`src/ecc_pkg.sv`:
```
// ---------------------------------------------------------------------------
// ecc_pkg: shared types and constants for the EtherType class counter
// Item and result layouts, the queued command between the parser and the
// counter bank, counter row layout and protocol constants.
// ---------------------------------------------------------------------------
`timescale 1ns / 1ps

package ecc_pkg;

    // Table geometry
    localparam int INTERFACE_SLOTS = 1024;
    localparam int MAX_VLAN_TAGS   = 2;

    localparam int IFIDX_W     = 10;
    localparam int CLASS_COUNT = 4;
    localparam int CNT_W       = 64;
    localparam int LEN_W       = 16;
    localparam int L3_W        = 5;

    // Only interfaces that fit the index field and the table need a row
    localparam int IF_ROWS  = (INTERFACE_SLOTS > (1 << IFIDX_W)) ? (1 << IFIDX_W)
                                                                  : INTERFACE_SLOTS;
    localparam int ROW_W    = $clog2(IF_ROWS);
    localparam int TAG_CNT_W = (MAX_VLAN_TAGS < 2) ? 1 : $clog2(MAX_VLAN_TAGS + 1);

    // Queue depths (powers of two, so pointers wrap on their own)
    localparam int CMDQ_DEPTH = 4;
    localparam int CQ_PTR_W   = $clog2(CMDQ_DEPTH);
    localparam int CQ_CNT_W   = $clog2(CMDQ_DEPTH + 1);
    localparam int RESQ_DEPTH = 4;
    localparam int RQ_PTR_W   = $clog2(RESQ_DEPTH);
    localparam int RQ_CNT_W   = $clog2(RESQ_DEPTH + 1);

    // Protocol constants
    localparam logic [15:0] ET_IPV4 = 16'h0800;
    localparam logic [15:0] ET_IPV6 = 16'h86DD;
    localparam logic [15:0] ET_CTAG = 16'h8100;
    localparam logic [15:0] ET_STAG = 16'h88A8;
    localparam logic [7:0]  NH_ICMPV6   = 8'd58;
    localparam logic [L3_W-1:0] ETH_HDR_LEN = 5'd14;
    localparam logic [L3_W-1:0] TAG_LEN     = 5'd4;
    localparam logic [LEN_W:0]  IPV4_MIN    = 17'd20;
    localparam logic [LEN_W:0]  IPV6_MIN    = 17'd40;
    localparam logic [LEN_W-1:0] NH_OFFSET  = 16'd6;

    // Class codes
    localparam logic [1:0] CLS_IPV4  = 2'd0;
    localparam logic [1:0] CLS_IPV6  = 2'd1;
    localparam logic [1:0] CLS_ICMP6 = 2'd2;
    localparam logic [1:0] CLS_OTHER = 2'd3;

    // Item modes and result kinds
    localparam logic MODE_BYTE  = 1'b0;
    localparam logic MODE_READ  = 1'b1;
    localparam logic KIND_FRAME = 1'b0;
    localparam logic KIND_READ  = 1'b1;

    typedef struct packed {
        logic               mode;
        logic [7:0]         data_byte;
        logic               last_byte;
        logic [IFIDX_W-1:0] interface_index;
        logic [IFIDX_W-1:0] ingress_interface_index;
        logic [1:0]         read_class;
    } t_in_item;

    typedef struct packed {
        logic             result_kind;
        logic [1:0]       frame_class;
        logic             icmpv6_seen;
        logic             interface_counted;
        logic [LEN_W-1:0] frame_length;
        logic [CNT_W-1:0] packet_count;
        logic [CNT_W-1:0] byte_count;
    } t_out_item;

    // Work for the counter bank: a finished frame or a counter read
    typedef struct packed {
        logic               is_read;
        logic [1:0]         cls;     // frame class, or class to read
        logic               icmp;
        logic [IFIDX_W-1:0] ifidx;   // resolved interface, or interface to read
        logic [LEN_W-1:0]   len;
    } t_cmd;

    typedef struct packed {
        logic [CNT_W-1:0] pkt;
        logic [CNT_W-1:0] byt;
    } t_cnt_entry;

    typedef t_cnt_entry [CLASS_COUNT-1:0] t_row;

    // Interface has its own counters
    function automatic logic if_in_table(input logic [IFIDX_W-1:0] ifidx);
        logic [31:0] wide;
        wide = {{(32-IFIDX_W){1'b0}}, ifidx};
        return (ifidx != '0) && (wide < 32'(INTERFACE_SLOTS));
    endfunction

endpackage

```
`src/ecc_cmd_queue.sv`:
```
// ---------------------------------------------------------------------------
// ecc_cmd_queue: command queue between parser and counter bank
// Small register FIFO that lets the front and back ends stall on their own.
// ---------------------------------------------------------------------------
`timescale 1ns / 1ps

module ecc_cmd_queue (
    input  logic          i_clk,
    input  logic          i_rst_n,
    input  logic          i_push,
    input  ecc_pkg::t_cmd i_cmd,
    output logic          o_full,
    input  logic          i_pop,
    output ecc_pkg::t_cmd o_cmd,
    output logic          o_empty
);

    ecc_pkg::t_cmd                r_q [ecc_pkg::CMDQ_DEPTH];
    logic [ecc_pkg::CQ_PTR_W-1:0] r_wr_ptr, r_rd_ptr;
    logic [ecc_pkg::CQ_CNT_W-1:0] r_count;
    logic                         do_pop;

    assign o_full  = (r_count == ecc_pkg::CQ_CNT_W'(ecc_pkg::CMDQ_DEPTH));
    assign o_empty = (r_count == '0);
    assign o_cmd   = r_q[r_rd_ptr];
    assign do_pop  = i_pop && !o_empty;

    // Store entries
    always_ff @(posedge i_clk) begin
        if (i_push) begin
            r_q[r_wr_ptr] <= i_cmd;
        end
    end

    // Advance pointers and occupancy
    always_ff @(posedge i_clk) begin
        if (!i_rst_n) begin
            r_wr_ptr <= '0;
            r_rd_ptr <= '0;
            r_count  <= '0;
        end else begin
            if (i_push) begin
                r_wr_ptr <= r_wr_ptr + ecc_pkg::CQ_PTR_W'(1);
            end
            if (do_pop) begin
                r_rd_ptr <= r_rd_ptr + ecc_pkg::CQ_PTR_W'(1);
            end
            if (i_push && !do_pop) begin
                r_count <= r_count + ecc_pkg::CQ_CNT_W'(1);
            end else if (!i_push && do_pop) begin
                r_count <= r_count - ecc_pkg::CQ_CNT_W'(1);
            end
        end
    end

`ifndef NO_ASSERTIONS
    // Never write into a full queue
    a_no_overflow: assert property (@(posedge i_clk) disable iff (!i_rst_n)
        i_push |-> (r_count < ecc_pkg::CQ_CNT_W'(ecc_pkg::CMDQ_DEPTH)))
        else $error("command queue overflow");
`endif

endmodule

```
`config.mk`:
```
export PLATFORM = sky130hd
export DESIGN_NAME = ecc_cmd_queue
export DESIGN_NICKNAME = d
export VERILOG_FILES = /design/src/ecc_pkg.sv /design/src/ecc_cmd_queue.sv
export SDC_FILE = /design/constraint.sdc
export NUM_CORES = 1
export LEC_CHECK = 0
export BUFFER_PORTS_ARGS = -buffer_cell sky130_fd_sc_hd__buf_2
export CAP_MARGIN = 20
export CORE_MARGIN = 5
export CORE_UTILIZATION = 28
export CTS_CLUSTER_SIZE = 20
export DETAILED_ROUTE_END_ITERATION = 16
export SETUP_SLACK_MARGIN = 0.2
export SLEW_MARGIN = 40
export SYNTH_ARGS = -nofsm -noshare
export SYNTH_HDL_FRONTEND = slang
export SYNTH_SLANG_ARGS = --single-unit
```
`constraint.sdc`:
```
create_clock -name i_clk -period 2.7 [get_ports i_clk]
set_input_delay 0.405 -clock i_clk [delete_from_list [all_inputs] [get_ports i_clk]]
set_output_delay 0.405 -clock i_clk [all_outputs]
set_load 0.05 [all_outputs]
```
### Word-level counts from Yosys, hierarchy flattened

Memories as Yosys holds them, arrays and structs flattened. A register that Yosys moved wholly into a read port is not among the register bits.
Cells that the tools add are included.
W data, S select, Z words.

| storage, ports and cells | value |
|---|---|
| register bits | 7 |
| memories | 1 |
| output and inout port bits | 32 |
| memory bits (writable) | 120 |
| memory bits (read-only) | 0 |
| latch bits | 0 |

Memories:

| memory | depth | width | rd ports | clocked after Yosys merged registers in | wr ports | RTL line | source |
|---|---|---|---|---|---|---|---|
| r_q | 4 | 30 | 1 | 1 | 1 | ecc_cmd_queue.sv:18 | `ecc_pkg::t_cmd r_q [ecc_pkg::CMDQ_DEPTH];` |

| operators by class | value |
|---|---|
| add/sub/neg operators | 4 |
| bitwise gates (word level) | 0 |
| reduce and logical (&&, ||, !) cells | 8 |
| multiply operators | 0 |
| mux-type cells | 6 |
| magnitude comparators | 0 |
| div/mod/pow operators | 0 |
| eq/ne operators | 1 |
| shift operators | 0 |

Operator list:

| operator | count |
|---|---|
| $mux W3 | 2 |
| $add A2 B1 Y2 const B | 2 |
| $mux W2 | 2 |
| $add A3 B1 Y3 const B | 1 |
| $eq A3 B3 Y1 const B | 1 |
| $logic_and A1 B1 Y1 | 3 |
| $logic_not A1 Y1 | 3 |
| $logic_not A3 Y1 | 1 |
| $sub A3 B1 Y3 const B | 1 |
| $mux W1 | 2 |
| $reduce_bool A2 Y1 | 1 |

### Logic depth before layout (Yosys ltp)

Gate-level depths: netlist (run 1).

| logic depth | value |
|---|---|
| depth after elaboration | 6 |
| mapped depth | 7 |
| gate-level depth less buffers | 7 |

### Worst setup path before layout (run 1)

OpenSTA, ideal clock, no wires.

| timing path | value |
|---|---|
| kind | register to output |
| start | register r_count[2] (netlist bit) |
| end | output o_full |
| arrival time | 1610 ps |
| cell stages (with the launch flop) | 2 |
| path slack | 685 ps |
| path through | dfxtp_1 > nor3b_1 |

| between the ends | value |
|---|---|
| cells in the longest elaborated chain, start to end | 1 |

Ends and longest elaborated chain:

| element | RTL line | source |
|---|---|---|
| from (decl) | ecc_cmd_queue.sv:20 | `logic [ecc_pkg::CQ_CNT_W-1:0] r_count;` |
| from (signal assigned) | ecc_cmd_queue.sv:49 | `r_count <= r_count + ecc_pkg::CQ_CNT_W'(1);` |
| from (signal assigned) | ecc_cmd_queue.sv:51 | `r_count <= r_count - ecc_pkg::CQ_CNT_W'(1);` |
| $eq A3 B3 Y1 | ecc_cmd_queue.sv:23 | `assign o_full = (r_count == ecc_pkg::CQ_CNT_W'(ecc_pkg::CMDQ_DEPTH));` |
| to (decl) | ecc_cmd_queue.sv:12 | `output logic o_full,` |

No other way between the ends.

==> results.md, run 1 <==
- Worst slew pin tran: 0.5111 ns
- Core area: ~17,000 sq um
- DP Area: 5428 sq um
- Async set or reset register ratio after synthesis: 0
- Layout Nets: between 300 and 400
- Share of layout cells above drive strength 1: 0.4747
- RR Startpoint: r_count[1]$_SDFFE_PN0P_
- Tcrit/Tclk final: 0.8377
- Finished layout cell area: 6067 sq um
- CTS Buffer Depth: 2
- Seq cells post-synth: about 130
- Sequential share of the synthesized area: 0.7877
- IO Pins: 66
- DRT Wirelength: roughly 9200 um
- Syn nets: 239
- Post-synth EDFFs: 120
- Max-slew violation count: 0
- Most instantiated cells after synthesis: 120 x edfxtp_1, 30 x mux4_2, 9 x and2_1, 9 x dfxtp_1, 5 x ha_1
- Post-DR vias/cell: 4.294
- CTS root buffer: clkbuf_16
- Chip Width: 141.0 um
- Post-synthesis instance total: roughly 200
- First-pass GRT wire length: 14,410 um
- Peak Freq: 442.2 MHz
- Placed cell count: 485
- Worst Path Arrival: 1.86 ns
- Initial antenna violation count: 0
- Routed WL per cell: 17.75 um
- Hold crit path type: in -> reg
- Critical path cell sequence: buf_4 -> mux4_2 -> buf_2
- Cell taking the most area after synthesis: edfxtp_1
- Critical Path RT: 2.30 ns
- Crit-path slowest cell: mux4_2
- HPWL Detailed: slightly below 6000 um
- Port bufs: 65
- DRC: 0
- Power after layout: 6535 uW
- Synth Cell Area: 4803 sq um
- Clock-pin slew on the worst setup and hold paths: ~0.060 ns
- Fill count: 1,560
- Startpoint types: flop
- Max_cap viols: 0
- Hold buffer count at CTS: 0
- Final setup viols: 0
- Most common cell in the synthesized netlist: edfxtp_1
- Fin crit period: 2.262 ns
- Final Instance Count excl. Fillers: 517
- Hold Startpoint: i_cmd[17]
- Hold_ws: 0.2100 ns
- Post-DRT Antenna Nets: 0
- Worst VDD drop: 0.0004880 V
- GRT Total Usage: 0.1004
- Via count: between 2,000 and 2,500
- Die area: 19,870 sq um
- Post-cts sizing count: 0
- Initial Util: 0.2876
- Yosys warns: 0
- Core Rows: 47
- Number of global-route vias before repair: 2,508
- Synth top area share: 0.7502
- Placer Congestion: 0.6525
- Clk sinks: 129
- CTS tree: built
- RSZ-0062 raised after global routing: no
- H-tree depth: 4
- Syn Area/Cell: 24.14 sq um
- 1st-iter DRT viols: 93
- Die Ht: 141.0 um
- Setup Crit Path Kind: reg -> out
- Gr ovfl total: 0
- Final hold violation count: 0
- Main synth FF type: edfxtp_1
- P per Cell Area: roughly 1100 nW/um^2
- Relative slew slack: 0.6593
- Leakage: around 0.0021 uW
- Largest net degree at the start of global routing: 17
- Synth top area cells: edfxtp_1 75%, mux4_2 14%, dfxtp_1 3.8%
- Antenna Cells: 0
- Drt pass-1 iters: 4
- Status: finished clean
- Area growth, synth to finish: 26.31%
- Final setup TNS: 0 ns
- Peak fanout along the critical path: 16
- Worst-Skew Late Latency: 0.41 ns
- Cell variety after synth: 20
- CP peak stage delay: 0.57 ns
- Final clock skew: 0.005324 ns
- Post-CTS Setup Repair Bufs: 0
- CP endpoint kind: output pin
- Num CTS Buffers: 17
==> placed cells by master, fill, tap and decap left out, drive strengths merged, types with 3 or more instances in the layout <==
cell / n
xnor2: 3
clkinv: 5
edfxtp: 120
clkbuf: 20
inv: 4
dfxtp: 9
bufinv: 4
mux4: 30
ha: 5
and2: 9
buf: 72
==> routing by layer <==
layer | routed length (um) | track usage
met2 | 4884 | 0.1711
met3 | 425 | 0.03590
met5 | 0 | 0
met1 | 3704 | 0.1111
met4 | 165 | 0.05048
==> worst paths after layout <==
path	endpoint	slack, ns	cells past startpoint
worst min-delay path	r_q[1][17]$_DFFE_PP_	0.21	1
worst max-delay path	o_cmd[25]	0.44	3
worst min register to register	flop	0.58	2
worst max register to register	r_count[2]$_SDFFE_PN0P_	0.61	7
==> flip-flops by register name, indices dropped and copies added (netlist names), named ones only <==
name      flops
r_q         120
r_count       3
r_rd_ptr      2
r_wr_ptr      2
==> critical path: cells and delay by family (launching register included) <==
kind / cells / cell delay (ns)
buffers and inverters: 2 / 0.54
DFF: 1 / 0.32
muxes: 1 / 0.57
==> where the power goes <==
part	total (uW)	internal (uW)	switching, uW
sequential	2410	2320	88.3
clock	2420	1600	825
combinational	1700	569	1130
total	6530	4490	2050
==> final cells by class <==
class	count	area (sq um)	area share
Clock buffer	20	456.7	0.07527
Clock inverter	12	182.7	0.03011
Inverter	3	11.26	0.001856
Multi-Input combinational cell	61	964.7	0.1590
Sequential cell	129	3786	0.6240
Tap cell	220	275.3	0.04537
Timing Repair Buffer	72	390.4	0.06434
==> kinds of logic after synthesis <==
logic type               share of synthesized area
multiplexers                                0.1448
flip-flops                                  0.7877
AO/OA/AOI/OAI                              0.01042
adder cells (fa/ha/maj)                    0.01719
buffers and inverters                      0.01250
XOR/XNOR                                  0.009119
AND/OR/NAND/NOR                            0.01823
==> stage by stage <==
stage / util / setup WS, ns
after floorplan: - / 0.6848
after global placement: 0.3250 / 0.7205
after detailed placement: 0.3250 / 0.5848
after CTS: 0.3633 / 0.3483
after global routing: 0.3633 / 0.3108
final: 0.3633 / 0.4383
No activity file was read; power rests on OpenSTA's default activity.
==> inputs of run 2 (changes only) <==
Clock period 2.7 ns to 2.06 ns, I/O delays scaled along.
==> run 2 against run 1 <==
  * Sequential cell count stayed put
  * Register-to-register slack got worse by 0.44 ns
  * Non-clock buffer count up 7
  * Total power grew 33%
  * Sequential power rose by 30%
  * Core utilization grew 1.5 points
  * Routed wire length about the same
  * Global-route usage decreased by 0.18 points
  * Count of clock-buffer cells in the layout is 1 lower
  * Critical path type unchanged
  * Critical endpoint unchanged
==> results.md, run 2 (same netlist as run 1, synthesis figures left out) <==
- Placed cell count: 487 (+0.41%)
- Largest register FFs: 120 (unchanged)
- Drt pass-1 iters: 4 (unchanged)
- Initial Util: 0.2876 (unchanged)
- Final setup TNS: 0 ns (unchanged)
- Final hold violation count: 0 (unchanged)
- Die area: 19,870 sq um (unchanged)
- Worst-Skew Late Latency: 0.41 ns (about the same)
- Chip Width: 141.0 um (unchanged)
- Die Ht: 141.0 um (unchanged)
- Max-slew violation count: 0 (unchanged)
- Core Rows: 47 (unchanged)
- Setup Crit Path Kind: reg -> out
- IO Pins: 66 (unchanged)
- Commonest non-fill, non-tap cell in the layout: edfxtp_1
- RR Startpoint: r_count[2]$_SDFFE_PN0P_
- GRT Total Usage: 0.09866 (-0.001789)
- P per Cell Area: 1373 nW/um^2 (+27%)
- Final setup viols: 0 (unchanged)
- Worst VDD drop: 0.0006212 V (+27%)
- Top reg by flops: r_q
- Via count: 2,254 (+1.5%)
- First-pass GRT wire length: 14,460 um (+0.33%)
- Logic pwr share: 0.341 (+0.080)
- WHS Endpoint: r_q[1][6]$_DFFE_PP_
- Clock-pin slew on the worst setup and hold paths: 0.06 ns (about the same)
- CTS root buffer: clkbuf_16
- Startpoint types: flop
- Worst slew pin tran: 0.5128 ns (+0.001741 ns)
- Largest net degree at the start of global routing: 31 (+14)
- Final clock skew: 0.007576 ns (+0.002252 ns)
- Peak Freq: 498.3 MHz
- Met2 usage: 0.1563 (-0.01487)
- Max_cap viols: 0 (unchanged)
- Switch Pwr: 2704 uW (+32%)
- Number of global-route vias before repair: 2,568 (+2.4%)
- Finished layout cell area: 6319 sq um (+4.1%)
- Setup slack, reg-to-reg: 0.17 ns (-0.44 ns)
- Area growth, synth to finish: 31.54%
- H-tree depth: 4 (unchanged)
- Sequential share of power: 0.361 (-0.007)
- Crit-path slowest cell: mux4_2
- Gr busiest metal: met2
- Hold Startpoint: i_cmd[6]
- Post-DR vias/cell: 4.326 (+0.75%)
- Gr ovfl total: 0 (unchanged)
- 1st-iter DRT viols: 112 (+20%)
- DP Area: 5466 sq um (+0.71%)
- Routed WL per cell: 17.61 um (-0.82%)
- M3 GR Usage: 0.03420 (-0.001693)
- CTS tree: built
- Placer Congestion: 0.7078 (+8.5%)
- Port bufs: 65 (unchanged)
- Final Instance Count excl. Fillers: 521 (+0.77%)
- HPWL Detailed: 5542 um (-4.6%)
- Layout Nets: 331 (+2.2%)
- Clk sinks: 129 (unchanged)
- Core area: 16,700 sq um (unchanged)
- Critical Path RT: 1.75 ns (-0.55 ns)
- Hold crit path type: in -> reg
- Worst Path Arrival: 1.70 ns (-0.16 ns)
- DRT Wirelength: 9174 um (about the same)
- Post-DRT Antenna Nets: 0 (unchanged)
- Met1 GRT Util: 0.1198 (+0.008670)
- Antenna Cells: 0 (unchanged)
- Leakage: 0.002143 uW (+3.7%)
- Commonest cells after routing, fill and taps aside: 120 x edfxtp_1, 35 x buf_2, 30 x mux4_2
- Fin crit period: roughly 2.0 ns
- Status: finished clean
- Clock power frac: 0.298 (-0.073)
- Top flop regs: r_q: 120 flops, r_count: 3 flops
- Share of layout cells above drive strength 1: 0.4850 (+0.01030)
- Hold buffer count at CTS: 0 (unchanged)
- Num CTS Buffers: 17 (unchanged)
- RSZ-0062 raised after global routing: yes
- Sw Share: 0.3118 (-0.001551)
- Peak fanout along the critical path: 15 (-1)
- FF-to-FF path depth: 7 (unchanged)
- R2r endpoint: r_count[2]$_SDFFE_PN0P_
- Critical path cell sequence: buf_12 -> mux4_2 -> buf_6
- CP peak stage delay: 0.56 ns (about the same)
- WHS Path Cells: 1 (unchanged)
- Int Pwr: 5969 uW (+33%)
- Initial antenna violation count: 0 (unchanged)
- CTS Buffer Depth: 2 (unchanged)
- Tcrit/Tclk final: 0.9741
- Relative slew slack: 0.6581 (-0.001161)
- CP endpoint kind: output pin
- DRC: 0 (unchanged)
run 2: cell types whose count changed in the layout (fill, tap and decap cells not counted), sizes merged:
cell    change
clkbuf      -1
inv         -1
clkinv      +2
buf         +7
bufinv      -3
run 2: layer usage:
layer,routed length [um],part of all wire,vias up
li1,-,-,1013
met4,208,0.023,0
met2,4597,0.50,60
met3,410,0.045,20
met5,0,0,-
met1,3958,0.43,1161
run 2: worst max path at each step:
stage	from	end	slack (ns)	depth (start not counted)
2_1_floorplan	r_count[2]$_SDFFE_PN0P_	r_count[2]$_SDFFE_PN0P_	0.15	7
3_3_place_gp	r_count[2]$_SDFFE_PN0P_	r_count[2]$_SDFFE_PN0P_	0.11	7
3_5_place_dp	r_count[2]$_SDFFE_PN0P_	r_count[2]$_SDFFE_PN0P_	0.02	7
4_1_cts	flop	o_cmd[25]	0.0004	3
5_1_grt	flop	o_cmd[26]	-0.03	3
6_report	flop	o_cmd[25]	0.05	3
run 2: cell type report:
class / count / area, sq um
fill: 1547 / 10380
sequential: 129 / 3797
multi-input combinational: 61 / 984.7
timing repair buffer: 79 / 744.5
clock buffer: 19 / 432.9
tap: 220 / 275.3
clock inverter: 10 / 72.57
inverter: 3 / 11.26
run 2: what timing repair did:
| action | 4_1_cts | 5_1_grt |
|---|---|---|
| endpoints found under the hold margin | 0 | 0 |
| pin swaps | 3 | 3 |
| setup buffers | 3 | 2 |
| setup endpoints to repair | 31 | 31 |
| gates resized for setup | 92 | 4 |
run 2: critical path, delay by kind of cell, from the launching register on:
family / cells / cell delay (ns)
DFF: 1 / 0.37
buffers and inverters: 2 / 0.36
muxes: 1 / 0.56
run 2: metrics by stage:
stage	total power (uW)	hold WS, ns	setup WS, ns	utilization
3_5_place_dp	5572	0.5303	0.02306	0.3273
5_1_grt	9064	0.1005	-0.02814	0.3783
6_report	8673	0.1189	0.05338	0.3783
4_1_cts	8794	0.09474	0.0004211	0.3768
2_1_floorplan	5001	0.4079	0.1499	-
3_3_place_gp	5535	0.5196	0.1066	0.3272
run 2: power by group through the flow:
stage	logic [uW]	registers [uW]	clock network (uW)
floorplan	1830	3170	0
global placement	2360	3180	0
detailed placement	2380	3190	0
CTS	2990	3130	2670
global route	3120	3140	2800
finish	2960	3130	2580
