$ cat src/ecc_pkg.sv
// ---------------------------------------------------------------------------
// ecc_pkg: shared types and constants for the EtherType class counter
// Item and result layouts, the queued command between the parser and the
// counter bank, counter row layout and protocol constants.
// ---------------------------------------------------------------------------
`timescale 1ns / 1ps

package ecc_pkg;

    // Table geometry
    localparam int INTERFACE_SLOTS = 1024;
    localparam int MAX_VLAN_TAGS   = 2;

    localparam int IFIDX_W     = 10;
    localparam int CLASS_COUNT = 4;
    localparam int CNT_W       = 64;
    localparam int LEN_W       = 16;
    localparam int L3_W        = 5;

    // Only interfaces that fit the index field and the table need a row
    localparam int IF_ROWS  = (INTERFACE_SLOTS > (1 << IFIDX_W)) ? (1 << IFIDX_W)
                                                                  : INTERFACE_SLOTS;
    localparam int ROW_W    = $clog2(IF_ROWS);
    localparam int TAG_CNT_W = (MAX_VLAN_TAGS < 2) ? 1 : $clog2(MAX_VLAN_TAGS + 1);

    // Queue depths (powers of two, so pointers wrap on their own)
    localparam int CMDQ_DEPTH = 4;
    localparam int CQ_PTR_W   = $clog2(CMDQ_DEPTH);
    localparam int CQ_CNT_W   = $clog2(CMDQ_DEPTH + 1);
    localparam int RESQ_DEPTH = 4;
    localparam int RQ_PTR_W   = $clog2(RESQ_DEPTH);
    localparam int RQ_CNT_W   = $clog2(RESQ_DEPTH + 1);

    // Protocol constants
    localparam logic [15:0] ET_IPV4 = 16'h0800;
    localparam logic [15:0] ET_IPV6 = 16'h86DD;
    localparam logic [15:0] ET_CTAG = 16'h8100;
    localparam logic [15:0] ET_STAG = 16'h88A8;
    localparam logic [7:0]  NH_ICMPV6   = 8'd58;
    localparam logic [L3_W-1:0] ETH_HDR_LEN = 5'd14;
    localparam logic [L3_W-1:0] TAG_LEN     = 5'd4;
    localparam logic [LEN_W:0]  IPV4_MIN    = 17'd20;
    localparam logic [LEN_W:0]  IPV6_MIN    = 17'd40;
    localparam logic [LEN_W-1:0] NH_OFFSET  = 16'd6;

    // Class codes
    localparam logic [1:0] CLS_IPV4  = 2'd0;
    localparam logic [1:0] CLS_IPV6  = 2'd1;
    localparam logic [1:0] CLS_ICMP6 = 2'd2;
    localparam logic [1:0] CLS_OTHER = 2'd3;

    // Item modes and result kinds
    localparam logic MODE_BYTE  = 1'b0;
    localparam logic MODE_READ  = 1'b1;
    localparam logic KIND_FRAME = 1'b0;
    localparam logic KIND_READ  = 1'b1;

    typedef struct packed {
        logic               mode;
        logic [7:0]         data_byte;
        logic               last_byte;
        logic [IFIDX_W-1:0] interface_index;
        logic [IFIDX_W-1:0] ingress_interface_index;
        logic [1:0]         read_class;
    } t_in_item;

    typedef struct packed {
        logic             result_kind;
        logic [1:0]       frame_class;
        logic             icmpv6_seen;
        logic             interface_counted;
        logic [LEN_W-1:0] frame_length;
        logic [CNT_W-1:0] packet_count;
        logic [CNT_W-1:0] byte_count;
    } t_out_item;

    // Work for the counter bank: a finished frame or a counter read
    typedef struct packed {
        logic               is_read;
        logic [1:0]         cls;     // frame class, or class to read
        logic               icmp;
        logic [IFIDX_W-1:0] ifidx;   // resolved interface, or interface to read
        logic [LEN_W-1:0]   len;
    } t_cmd;

    typedef struct packed {
        logic [CNT_W-1:0] pkt;
        logic [CNT_W-1:0] byt;
    } t_cnt_entry;

    typedef t_cnt_entry [CLASS_COUNT-1:0] t_row;

    // Interface has its own counters
    function automatic logic if_in_table(input logic [IFIDX_W-1:0] ifidx);
        logic [31:0] wide;
        wide = {{(32-IFIDX_W){1'b0}}, ifidx};
        return (ifidx != '0) && (wide < 32'(INTERFACE_SLOTS));
    endfunction

endpackage

$ cat src/ecc_parser.sv
// ---------------------------------------------------------------------------
// ecc_parser: frame byte parser
// Tracks byte position, skips VLAN tags, captures EtherType and IPv6 next
// header, and emits one command per finished frame or per read request.
// ---------------------------------------------------------------------------
`timescale 1ns / 1ps

module ecc_parser (
    input  logic              i_clk,
    input  logic              i_rst_n,
    input  logic              i_accept,
    input  ecc_pkg::t_in_item i_item,
    output logic              o_cmd_valid,
    output ecc_pkg::t_cmd     o_cmd
);

    logic [ecc_pkg::LEN_W-1:0]     r_pos, n_pos;
    logic [15:0]                   r_et, n_et;
    logic [ecc_pkg::TAG_CNT_W-1:0] r_tags, n_tags;
    logic [ecc_pkg::L3_W-1:0]      r_l3, n_l3;
    logic [7:0]                    r_nh, n_nh;

    logic [ecc_pkg::LEN_W-1:0] l3_cur;
    logic [ecc_pkg::LEN_W:0]   len_x, l3_new_x;
    logic [1:0]                cls;
    logic                      icmp;
    logic                      byte_xfer;

    assign byte_xfer = i_accept && (i_item.mode == ecc_pkg::MODE_BYTE);

    // Advance parse state for one frame byte
    always_comb begin
        l3_cur = {{(ecc_pkg::LEN_W-ecc_pkg::L3_W){1'b0}}, r_l3};
        n_et   = r_et;
        n_tags = r_tags;
        n_l3   = r_l3;
        n_nh   = r_nh;
        if (r_pos == l3_cur - 16'd2) begin
            n_et = {i_item.data_byte, 8'h00};
        end else if (r_pos == l3_cur - 16'd1) begin
            n_et = {r_et[15:8], i_item.data_byte};
            if ((n_et == ecc_pkg::ET_CTAG || n_et == ecc_pkg::ET_STAG) &&
                (r_tags < ecc_pkg::TAG_CNT_W'(ecc_pkg::MAX_VLAN_TAGS))) begin
                n_tags = r_tags + ecc_pkg::TAG_CNT_W'(1);
                n_l3   = r_l3 + ecc_pkg::TAG_LEN;
            end
        end else if (r_pos == l3_cur + ecc_pkg::NH_OFFSET) begin
            n_nh = i_item.data_byte;
        end
        n_pos = (r_pos == '1) ? r_pos : r_pos + 16'd1;
    end

    // Classify on the last byte from the updated state
    always_comb begin
        len_x    = {1'b0, n_pos};
        l3_new_x = {{(ecc_pkg::LEN_W+1-ecc_pkg::L3_W){1'b0}}, n_l3};
        cls      = ecc_pkg::CLS_OTHER;
        icmp     = 1'b0;
        if (len_x >= l3_new_x) begin
            if (n_et == ecc_pkg::ET_IPV4) begin
                if (len_x >= l3_new_x + ecc_pkg::IPV4_MIN) begin
                    cls = ecc_pkg::CLS_IPV4;
                end
            end else if (n_et == ecc_pkg::ET_IPV6) begin
                if (len_x >= l3_new_x + ecc_pkg::IPV6_MIN) begin
                    cls  = ecc_pkg::CLS_IPV6;
                    icmp = (n_nh == ecc_pkg::NH_ICMPV6);
                end
            end
        end
    end

    // Build the command for the back end
    always_comb begin
        o_cmd_valid = i_accept &&
                      ((i_item.mode == ecc_pkg::MODE_READ) || i_item.last_byte);
        if (i_item.mode == ecc_pkg::MODE_READ) begin
            o_cmd.is_read = 1'b1;
            o_cmd.cls     = i_item.read_class;
            o_cmd.icmp    = 1'b0;
            o_cmd.ifidx   = i_item.interface_index;
            o_cmd.len     = '0;
        end else begin
            o_cmd.is_read = 1'b0;
            o_cmd.cls     = cls;
            o_cmd.icmp    = icmp;
            o_cmd.ifidx   = (i_item.interface_index != '0) ? i_item.interface_index
                                                          : i_item.ingress_interface_index;
            o_cmd.len     = n_pos;
        end
    end

    // Hold parse state; restart it after the last byte
    always_ff @(posedge i_clk) begin
        if (!i_rst_n) begin
            r_pos  <= '0;
            r_et   <= '0;
            r_tags <= '0;
            r_l3   <= ecc_pkg::ETH_HDR_LEN;
            r_nh   <= '0;
        end else if (byte_xfer) begin
            if (i_item.last_byte) begin
                r_pos  <= '0;
                r_et   <= '0;
                r_tags <= '0;
                r_l3   <= ecc_pkg::ETH_HDR_LEN;
                r_nh   <= '0;
            end else begin
                r_pos  <= n_pos;
                r_et   <= n_et;
                r_tags <= n_tags;
                r_l3   <= n_l3;
                r_nh   <= n_nh;
            end
        end
    end

`ifndef NO_ASSERTIONS
    // L3 offset always matches the number of tags skipped
    a_l3_tracks_tags: assert property (@(posedge i_clk) disable iff (!i_rst_n)
        r_l3 == ecc_pkg::ETH_HDR_LEN + ecc_pkg::L3_W'(r_tags) * ecc_pkg::TAG_LEN)
        else $error("l3 offset out of step with tag count");
`endif

endmodule

$ cat config.mk
export PLATFORM = sky130hd
export DESIGN_NAME = ecc_parser
export DESIGN_NICKNAME = d
export VERILOG_FILES = /design/src/ecc_pkg.sv /design/src/ecc_parser.sv
export SDC_FILE = /design/constraint.sdc
export NUM_CORES = 1
export LEC_CHECK = 0
export BUFFER_PORTS_ARGS = -buffer_cell sky130_fd_sc_hd__buf_4
export CORE_ASPECT_RATIO = 0.5
export CORE_MARGIN = 2
export CORE_UTILIZATION = 52
export CTS_CLUSTER_DIAMETER = 150
export DETAILED_ROUTE_END_ITERATION = 10
export GPL_ROUTABILITY_DRIVEN = 0
export PLACE_DENSITY_LB_ADDON = 0.25
export SYNTH_ARGS = -nofsm -noshare
export SYNTH_HDL_FRONTEND = slang
export SYNTH_SLANG_ARGS = --single-unit
$ cat constraint.sdc
create_clock -name i_clk -period 6.38 [get_ports i_clk]
set_clock_uncertainty 0.2 [all_clocks]
set_input_delay 1.276 -clock i_clk [delete_from_list [all_inputs] [get_ports i_clk]]
set_output_delay 1.276 -clock i_clk [all_outputs]
set_load 0.01 [all_outputs]
### Word-level counts from Yosys, hierarchy flattened

Index checks and enable logic that the tools add are counted.

| operators by class | value |
|---|---|
| add/sub/neg operators | 8 |
| $mul | 0 |
| divide/modulo/power cells | 0 |
| magnitude comparators | 4 |
| equal/unequal tests | 10 |
| shifts and indexed selects | 0 |
| muxes and demuxes | 28 |
| bitwise operators | 1 |
| reduce and logical (&&, ||, !) cells | 9 |

Operators by type and width:

| kind | number |
|---|---|
| 16-bit == test, second input constant | 4 |
| 16-bit 2-to-1 mux | 4 |
| 8-bit 2-to-1 mux | 5 |
| 16-bit == test | 2 |
| 30-bit 2-to-1 mux | 1 |
| 5-bit 2-to-1 mux | 4 |
| 2-bit 2-to-1 mux | 9 |
| 16-bit by 1-bit adder with 16-bit output, second input constant | 1 |
| 16-bit by 12-bit == test with 1-bit output, second input constant | 1 |
| 16-bit by 6-bit == test with 1-bit output | 1 |
| 16-bit by 5-bit >= comparator with 1-bit output | 1 |
| 16-bit by 6-bit >= comparator with 1-bit output | 1 |
| 16-bit by 7-bit >= comparator with 1-bit output | 1 |
| 10-bit 2-to-1 mux | 1 |
| 10-bit nonzero test | 1 |
| 8-bit by 6-bit == test with 1-bit output, second input constant | 1 |
| 5-bit by 6-bit adder with 7-bit output, second input constant | 1 |
| 5-bit by 3-bit adder with 6-bit output, second input constant | 1 |
| 5-bit by 5-bit adder with 6-bit output, second input constant | 1 |
| 5-bit by 1-bit subtractor with 6-bit output, second input constant | 1 |
| 5-bit by 2-bit subtractor with 6-bit output, second input constant | 1 |
| 5-bit by 3-bit adder with 5-bit output, second input constant | 1 |
| 1-bit 2-to-1 mux | 4 |
| 4-bit AND reduction | 1 |
| other kinds (7) | 11 |

| word-level totals | value |
|---|---|
| flip-flop bits (word level) | 47 |
| bits in latches | 0 |
| RAM bits | 0 |
| bits in read-only memories | 0 |
| input port bits | 35 |
| output and inout bits | 31 |
| word-level logic and storage cells | 65 |
| memories kept | 0 |

### Longest topological paths before layout

Gate-level depths: netlist of the first run.

| logic depth | value |
|---|---|
| depth in word-level cells | 13 |
| gate-level depth with buffers | 17 |
| mapped depth without buffers | 16 |

### Worst setup path after synthesis of the first run

No wires, ideal clock.

| timing path | value |
|---|---|
| kind | input port to output port |
| from | in i_item[24] in the netlist's numbering |
| to | out o_cmd[28] in the netlist's numbering |
| arrival | 4.033 ns |
| required time | 4.904 ns |
| path slack | 0.871 ns |
| cell stages on the path | 12 |
| path buffers | 0 |
| path through | or4_1 > a211oi_2 > nand3_2 > mux2_1 > ha_1 > inv_1 > ha_1 > a21oi_1 > a21oi_1 > o22ai_1 > nand4b_1 > a222oi_1 |

RTL lines:

| what | line | source |
|---|---|---|
| from (decl) | ecc_parser.sv:12 | `input ecc_pkg::t_in_item i_item,` |
| to (decl) | ecc_parser.sv:14 | `output ecc_pkg::t_cmd o_cmd` |

==> flow_summary_export.csv, run 1 <==
group,metric,value,unit
synthesis,synth-adder-area-share,7.17,%
final_layout,final_cell_mix,"67 x buf_4, 48 x nand2_1, 46 x dfxtp_1",
critical_path,worstSetupEndpointType,"output pin",
floorplan,die_area,7770,µm²
synthesis,synth_flop_cell,"dfxtp_1",
sta,hold_viol_final,0,
synthesis,yosysSeqAreaShare,25.1,%
sta,setup_viol,0,
sta,rsz0062_at_grt,"false",
critical_path,critPathKind,"in2out",
placed_design,io_buffers,65,
clocking,cts-hold-fix-buffers,0,
clocking,post_cts_buffers,0,
synthesis,synth_nets,515,
sta,tns,0,ns
clocking,clock_sinks,46,
sta,fin_crit_sh,93.5,%
sta,worst_slew_pin_slew,0.851,ns
clocking,cts_root_buf,"clkbuf_16",
clocking,clk_path_buf_depth,2,
synthesis,ys_warn_count,0,
grt,grt_max_degree,26,
drt,first_pass_iters,6,
pwr,p_leak,1.81,nW
drt,drtIter0Drc,326,
critical_path,crit_arrival,4.49,ns
critical_path,cp_max_fo,7,
floorplan,initial_utilization,54.3,%
sta,fmax,168,MHz
pwr,powerDensity,146,nW/µm²
drt,drc_errors,0,
final_layout,layout-drive-gt1-share,20.1,%
placed_design,place_hpwl,7450,µm
synthesis,synth_cells,459,
floorplan,core_area,6750,µm²
synthesis,ys_types,77,
drt,routedWlPerCell,16.4,µm
synthesis,synth-edff-count,0,
synthesis,synth-compound-area-share,24.2,%
clocking,htreeDepth,2,
final_layout,nets,563,
drt,antenna_left,0,
outcome,status,"completed",
min_path,hold_class,"reg2reg",
synthesis,synth_mux_area_share,2.32,%
clocking,clk_latency,0.30,ns
final_layout,utilization,63.7,%
sta,slew_violations,0,
run,cap_violations,0,
floorplan,die_h,63.4,µm
grt,first_global_vias,3400,
final_layout,area_growth_syn_to_layout,17.3,%
synthesis,async_flop_share,0,%
drt,dr_total_vias,3660,
final_layout,mostFrequentLayoutCell,"buf_4",
synthesis,post_synth.cell_area_avg,7.98,µm²
clocking,cts_tree,"done",
grt,grt_pass1_wl,16400,µm
pwr,vdd_drop_max,95.4,µV
floorplan,io_pins,66,
critical_path,worstPathRequired,4.90,ns
clocking,cts_made_buffers,5,
sta,relSlewSlack,43.3,%
synthesis,synth.cell_area,3660,µm²
synthesis,ys_seq_elements,46,
grt,antenna_found_initial,0,
floorplan,die_x,123,µm
final_layout,num_antenna_cells,0,
critical_path,cp-start-kind,"input pin",
critical_path,regToRegSetupSlack,3.74,ns
final_layout,fillers,607,
grt,grt-ovfl-total,0,
critical_path,slowest_stage,"mux2_1",
clocking,cts_repair_resize_count,0,
floorplan,rows,21,
synthesis,synth-simple-area-share,30.6,%
clocking,path_clk_slew,0.07,ns
critical_path,path_cells,"buf_4, or4_1, a211oi_2, nand3_2, mux2_1, ha_1, inv_1, ha_1, a21oi_1, a21oi_1, o22ai_1, nand4b_1, a222oi_1, buf_4",
drt,post_drt_via_cell_ratio,6.10,
critical_path,cpPeakStageDelay,0.43,ns
pwr,power,0.628,mW
synthesis,synth_top_family_by_area,"simple AND/OR/NAND/NOR gates",
grt,grt_use_total,26.9,%
sta,fin_crit,5.97,ns
synthesis,synthXorXnorAreaFrac,4.44,%
drt,postRouteWirelength,9830,µm
==> through the flow <==
stage                     hold WS, ns  setup slack [ns]  std cells  area [µm²]
final                           0.251             0.414        600        4300
after CTS                       0.252             0.437        600        4300
after detailed placement        0.242             0.444        592        4150
after global placement          0.236             0.526        592        4150
after global routing            0.291            0.0276        600        4300
after floorplan                 0.223             0.871        459        3660
==> synth_stat cells (all sizes together), types with 12 or more instances <==
| cell | number | share of area [%] |
|---|---|---|
| nand2 | 48 | 4.9 |
| dfxtp | 46 | 25 |
| nor2 | 33 | 3.4 |
| o21ai | 30 | 4.3 |
| a21oi | 29 | 4.0 |
| inv | 24 | 2.5 |
| ha | 21 | 7.2 |
| a22o | 19 | 4.6 |
| nor4 | 19 | 4.4 |
| buf | 17 | 2.7 |
| nand3 | 16 | 3.1 |
| a21o | 12 | 2.5 |
| nand4 | 12 | 2.6 |
==> registers in the layout, summed over array words and instances (netlist names) <==
name / cells
r_nh: 8
r_et: 16
r_tags: 2
r_pos: 16
r_l3: 4
==> final cells by class <==
class,count,area [µm²],share of cell area [%]
timing repair buffer,67,503,11.7
inverter,24,90.1,2.10
clock buffer,5,125,2.91
multi-input combinational,363,2520,58.6
sequential,46,921,21.4
clock inverter,3,25.0,0.582
tap,92,115,2.68
==> report_power, final <==
group / internal [mW] / switching [mW]
logic: 0.0296 / 0.0397
clock network: 0.147 / 0.124
registers: 0.287 / 0.000294
total: 0.464 / 0.164
==> routing by layer <==
metal,wire [µm],GRT usage [%],vias up
li1,-,-,1789
met4,157,7.76,0
met3,852,6.07,17
met2,4270,41.3,149
met1,4550,37.6,1705
met5,0,0,-
==> worst max-delay path, delay by kind of cell <==
family / cells / cell delay [ns]
AOI/OAI and AO/OA: 5 / 1.05
adders and majority gates: 2 / 0.59
buffers and inverters: 3 / 0.36
muxes: 1 / 0.43
and+or+nand+nor: 3 / 0.78
==> worst paths after layout <==
path,start,to,cells past startpoint
worst max-delay path,i_item[24],o_cmd[28],14
worst min-delay path,r_nh[7],r_nh[7],2
worst max register to register,r_pos[1],r_pos[2],7
worst min register to register,r_nh[7],r_nh[7],2
==> cells by family after synthesis <==
family | Yosys count
and+or+nand+nor | 193
AOI/OAI and AO/OA | 125
buffers and inverters | 50
DFF | 46
adders and majority gates | 21
xor gates and xnor gates | 16
muxes | 8
Power figures use the tool's default switching activity.
==> inputs of run 2 (changes only) <==
--- a/config.mk
+++ b/config.mk
@@ -12,6 +12,7 @@
 export CTS_CLUSTER_DIAMETER = 150
 export DETAILED_ROUTE_END_ITERATION = 10
 export GPL_ROUTABILITY_DRIVEN = 0
+export GPL_TIMING_DRIVEN = 0
 export PLACE_DENSITY_LB_ADDON = 0.25
 export SYNTH_ARGS = -nofsm -noshare
 export SYNTH_HDL_FRONTEND = slang
==> constraint.sdc (replaced) <==
create_clock -name i_clk -period 6.7 [get_ports i_clk]
set_clock_uncertainty 0.2 [all_clocks]
set_input_delay 1.34 -clock i_clk [delete_from_list [all_inputs] [get_ports i_clk]]
set_output_delay 1.34 -clock i_clk [all_outputs]
set_load 0.01 [all_outputs]
==> flow_summary_export.csv, run 2 (same netlist as run 1, synthesis figures left out) <==
group,metric,value,unit
final_layout,mostFrequentLayoutCell,"buf_4",
critical_path,cp_max_fo,7,
grt,grt_use_total,27.6,%
drt,antenna_left,0,
floorplan,initial_utilization,54.3,%
grt,grt_max_degree,15,
clocking,path_clk_slew,0.06,ns
critical_path,cp-start-kind,"input pin",
clocking,clk_latency,0.29,ns
critical_path,rr_worst_depth,7,
clocking,clk_path_buf_depth,2,
sta,fmax,158,MHz
final_layout,fillers,591,
clocking,htreeDepth,2,
sta,fin_crit,6.34,ns
min_path,hold_depth,2,
critical_path,worstSetupEndpointType,"output pin",
critical_path,critPathKind,"in2out",
final_layout,layout-drive-gt1-share,21.3,%
final_layout,top_regs,"r_et (16), r_pos (16), r_nh (8)",
grt,antenna_found_initial,0,
floorplan,core_area,6750,µm²
drt,postRouteWirelength,10400,µm
placed_design,place_hpwl,7770,µm
drt,routedWlPerCell,16.7,µm
floorplan,die_x,123,µm
critical_path,rr_startpoint,"r_pos[1]",
final_layout,num_antenna_cells,0,
clocking,cts_tree,"done",
drt,dr_total_vias,3816,
sta,hold_viol_final,0,
clocking,cts-hold-fix-buffers,0,
critical_path,r2r-end,"r_pos[3]",
drt,drc_errors,0,
sta,fin_crit_sh,94.6,%
floorplan,io_pins,66,
sta,worst_slew_pin_slew,0.613,ns
floorplan,rows,21,
sta,tns,0,ns
pwr,vdd_drop_max,110,µV
clocking,cts_repair_resize_count,0,
critical_path,regToRegSetupSlack,4.04,ns
critical_path,crit_arrival,4.80,ns
floorplan,die_area,7770,µm²
grt,first_global_vias,3604,
final_layout,final_cell_mix,"68 x buf_4, 48 x nand2_1, 46 x dfxtp_1",
clocking,cts_root_buf,"clkbuf_16",
grt,grt_pass1_wl,17200,µm
min_path,hold_class,"reg2reg",
final_layout,area_growth_syn_to_layout,20.2,%
run,cap_violations,0,
floorplan,die_h,63.4,µm
sta,rsz0062_at_grt,"false",
pwr,powerDensity,135,nW/µm²
critical_path,worstPathRequired,5.16,ns
min_path,min_from,"r_nh[6]",
clocking,post_cts_buffers,0,
drt,first_pass_iters,5,
final_layout,nets,586,
pwr,power,0.592,mW
grt,grt-ovfl-total,0,
clocking,cts_made_buffers,5,
sta,relSlewSlack,58.8,%
drt,post_drt_via_cell_ratio,6.13,
sta,setup_viol,0,
pwr,p_leak,1.89,nW
drt,drtIter0Drc,335,
clocking,clock_sinks,46,
min_path,hold_end,"r_nh[6]",
placed_design,io_buffers,64,
outcome,status,"completed",
sta,slew_violations,0,
[run 2: cell count changes in the layout (fill, tap and decap cells not counted), sizes merged]
cell      delta
buf         +14
clkbuf      +10
clkinv       +1
clkinvlp     -1
inv          -1
[run 2: worst max-delay path by stage]
| stage | startpoint | endpoint | slack [ns] | cells past startpoint |
|---|---|---|---|---|
| final | i_item[24] | o_cmd[28] | 0.36 | 14 |
| after global routing | i_item[25] | o_cmd[28] | 0.11 | 15 |
| after CTS | i_item[24] | o_cmd[28] | 0.40 | 14 |
| after detailed placement | i_item[24] | o_cmd[28] | 0.37 | 14 |
| after global placement | i_item[24] | o_cmd[28] | 0.48 | 14 |
| after floorplan | i_item[24] | o_cmd[28] | 1.06 | 12 |
[run 2: layout make-up]
type | instances | area [µm²] | share of cell area [%]
Inverter | 24 | 90.1 | 2.05
Clock inverter | 2 | 13.8 | 0.313
Clock buffer | 6 | 129 | 2.93
Multi-Input combinational cell | 363 | 2520 | 57.2
Tap cell | 92 | 115 | 2.62
Timing Repair Buffer | 64 | 480 | 10.9
Sequential cell | 46 | 921 | 20.9
Buffer | 26 | 133 | 3.01
[run 2: metal layers]
| layer | up-vias | GRT usage, % | part of all wire [%] |
|---|---|---|---|
| met2 | 207 | 44.1 | 44 |
| li1 | 1829 | - | - |
| met3 | 20 | 4.98 | 7.9 |
| met4 | 0 | 8.33 | 1.9 |
| met5 | - | 0 | 0 |
| met1 | 1760 | 37.8 | 46 |
[run 2: critical path: stages]
cell and delay, ns:
buf_4 0.14, or4_1 0.43, a211oi_2 0.47, nand3_2 0.24, mux2_1 0.46, ha_1 0.31, inv_1 0.04, ha_1 0.30
a21oi_1 0.15, a21oi_1 0.08, o22ai_1 0.14, nand4b_1 0.22, a222oi_1 0.30, buf_4 0.18
[run 2: report_power, final]
group	switching, mW	leakage (nW)	internal (mW)
sequential	0.000619	0.371	0.274
combinational	0.0387	1.44	0.0292
clock	0.112	0.0708	0.139
[run 2: stage by stage]
stage,instance area (µm²),setup slack [ns],hold slack (ns),util [%],instances
6_report,4400,0.359,0.252,65.2,623
5_1_grt,4400,0.106,0.296,65.2,623
4_1_cts,4400,0.397,0.254,65.2,623
3_5_place_dp,4260,0.366,0.242,63.1,615
3_3_place_gp,4260,0.479,0.238,63.1,615
2_1_floorplan,3660,1.06,0.223,-,459
==> inputs of run 3 (changes only) <==
--- a/config.mk
+++ b/config.mk
@@ -8,7 +8,7 @@
 export BUFFER_PORTS_ARGS = -buffer_cell sky130_fd_sc_hd__buf_4
 export CORE_ASPECT_RATIO = 0.5
 export CORE_MARGIN = 2
-export CORE_UTILIZATION = 52
+export CORE_UTILIZATION = 30
 export CTS_CLUSTER_DIAMETER = 150
 export DETAILED_ROUTE_END_ITERATION = 10
 export GPL_ROUTABILITY_DRIVEN = 0
==> flow_summary_export.csv, run 3 (same netlist as run 1, synthesis figures left out) <==
group,metric,value,unit
clocking,htreeDepth,2,
pwr,p_leak,1.89,nW
min_path,hold_class,"reg2reg",
drt,dr_total_vias,3703,
drt,drtIter0Drc,284,
floorplan,die_area,13200,µm²
run,cap_violations,0,
critical_path,cp-endpoint,"o_cmd[28]",
sta,hold_viol_final,0,
grt,grt_pass1_wl,17900,µm
placed_design,io_buffers,64,
critical_path,r2r-end,"r_pos[1]",
sta,worst_slew_pin_slew,0.614,ns
critical_path,cp-start-kind,"input pin",
grt,first_global_vias,3525,
clocking,post_cts_buffers,0,
critical_path,rr_worst_depth,7,
clocking,clock_sinks,46,
critical_path,critPathKind,"in2out",
critical_path,crit_arrival,4.80,ns
sta,setup_viol,0,
drt,drc_errors,0,
sta,rsz0062_at_grt,"false",
sta,fin_crit_sh,94.6,%
placed_design,place_hpwl,8410,µm
drt,antenna_left,0,
sta,tns,0,ns
sta,fin_crit,6.34,ns
clocking,cts_root_buf,"clkbuf_16",
floorplan,die_x,160,µm
critical_path,worstPathRequired,5.16,ns
final_layout,top_regs,"r_et (16), r_pos (16), r_nh (8)",
final_layout,nets,586,
floorplan,core_area,11900,µm²
clocking,cts_tree,"done",
pwr,powerDensity,133,nW/µm²
clocking,cts_repair_resize_count,0,
drt,routedWlPerCell,15.7,µm
final_layout,mostFrequentLayoutCell,"buf_4",
outcome,status,"completed",
clocking,clk_latency,0.29,ns
clocking,clk_path_buf_depth,2,
critical_path,cp_max_fo,7,
grt,grt-ovfl-total,0,
final_layout,num_antenna_cells,0,
final_layout,layout-drive-gt1-share,21.3,%
clocking,cts-hold-fix-buffers,0,
sta,fmax,158,MHz
floorplan,io_pins,66,
pwr,power,0.596,mW
critical_path,crit_start,"i_item[24]",
grt,grt_use_total,17.1,%
sta,slew_violations,0,
drt,post_drt_via_cell_ratio,5.32,
drt,first_pass_iters,4,
final_layout,area_growth_syn_to_layout,22.6,%
clocking,cts_made_buffers,5,
pwr,vdd_drop_max,83.1,µV
floorplan,rows,28,
grt,grt_max_degree,15,
sta,relSlewSlack,59.1,%
critical_path,worstSetupEndpointType,"output pin",
critical_path,rr_startpoint,"r_pos[0]",
clocking,path_clk_slew,0.07,ns
grt,antenna_found_initial,0,
floorplan,die_h,82.1,µm
floorplan,initial_utilization,30.8,%
drt,postRouteWirelength,10900,µm
final_layout,final_cell_mix,"68 x buf_4, 48 x nand2_1, 46 x dfxtp_1",
critical_path,regToRegSetupSlack,4.08,ns
[run 3: power breakdown]
group	total, mW	switching, mW	leakage (nW)	internal, mW
Combinational	0.0675	0.0383	1.44	0.0292
Clock	0.254	0.115	0.0708	0.139
Sequential	0.274	0.000657	0.371	0.274
Total	0.596	0.154	1.89	0.442
[run 3: layer usage]
metal | vias to the layer above | part of all wire (%) | global-route usage [%]
li1 | 1835 | - | -
met1 | 1744 | 49 | 22.7
met2 | 107 | 45 | 29.0
met3 | 17 | 4.6 | 2.95
met4 | 0 | 1.9 | 5.32
met5 | - | 0 | 0
[run 3: stage by stage]
stage | cell area [µm²] | setup WS (ns) | util (%) | hold slack (ns) | std cells
after global routing | 4490 | 0.109 | 37.8 | 0.273 | 696
after global placement | 4350 | 0.375 | 36.6 | 0.245 | 688
final | 4490 | 0.359 | 37.8 | 0.256 | 696
after CTS | 4490 | 0.388 | 37.8 | 0.258 | 696
after floorplan | 3660 | 1.06 | - | 0.223 | 459
after detailed placement | 4350 | 0.392 | 36.6 | 0.242 | 688
[run 3: worst max-delay path: stages]
cell and delay, ns:
buf_4 0.14, or4_1 0.43, a211oi_2 0.44, nand3_2 0.23, mux2_1 0.48, ha_1 0.32, inv_1 0.04, ha_1 0.29
a21oi_1 0.14, a21oi_1 0.09, o22ai_1 0.14, nand4b_1 0.23, a222oi_1 0.31, buf_4 0.18
[run 3: worst min path at each step]
| stage | start | slack (ns) | cells after the start | end |
|---|---|---|---|---|
| after floorplan | r_nh[7] | 0.22 | 2 | r_nh[7] |
| after global placement | r_nh[7] | 0.24 | 2 | r_nh[7] |
| after detailed placement | r_nh[6] | 0.24 | 2 | r_nh[6] |
| after CTS | r_nh[6] | 0.26 | 2 | r_nh[6] |
| after global routing | r_nh[6] | 0.27 | 2 | r_nh[6] |
| final | r_nh[6] | 0.26 | 2 | r_nh[6] |
[run 3: cell type report]
type | count | area [µm²]
inverter | 24 | 90.1
timing repair buffer | 64 | 480
multi-input combinational | 363 | 2520
buffer | 26 | 133
tap | 165 | 206
sequential | 46 | 921
clock buffer | 6 | 129
fill | 1239 | 7380
clock inverter | 2 | 13.8
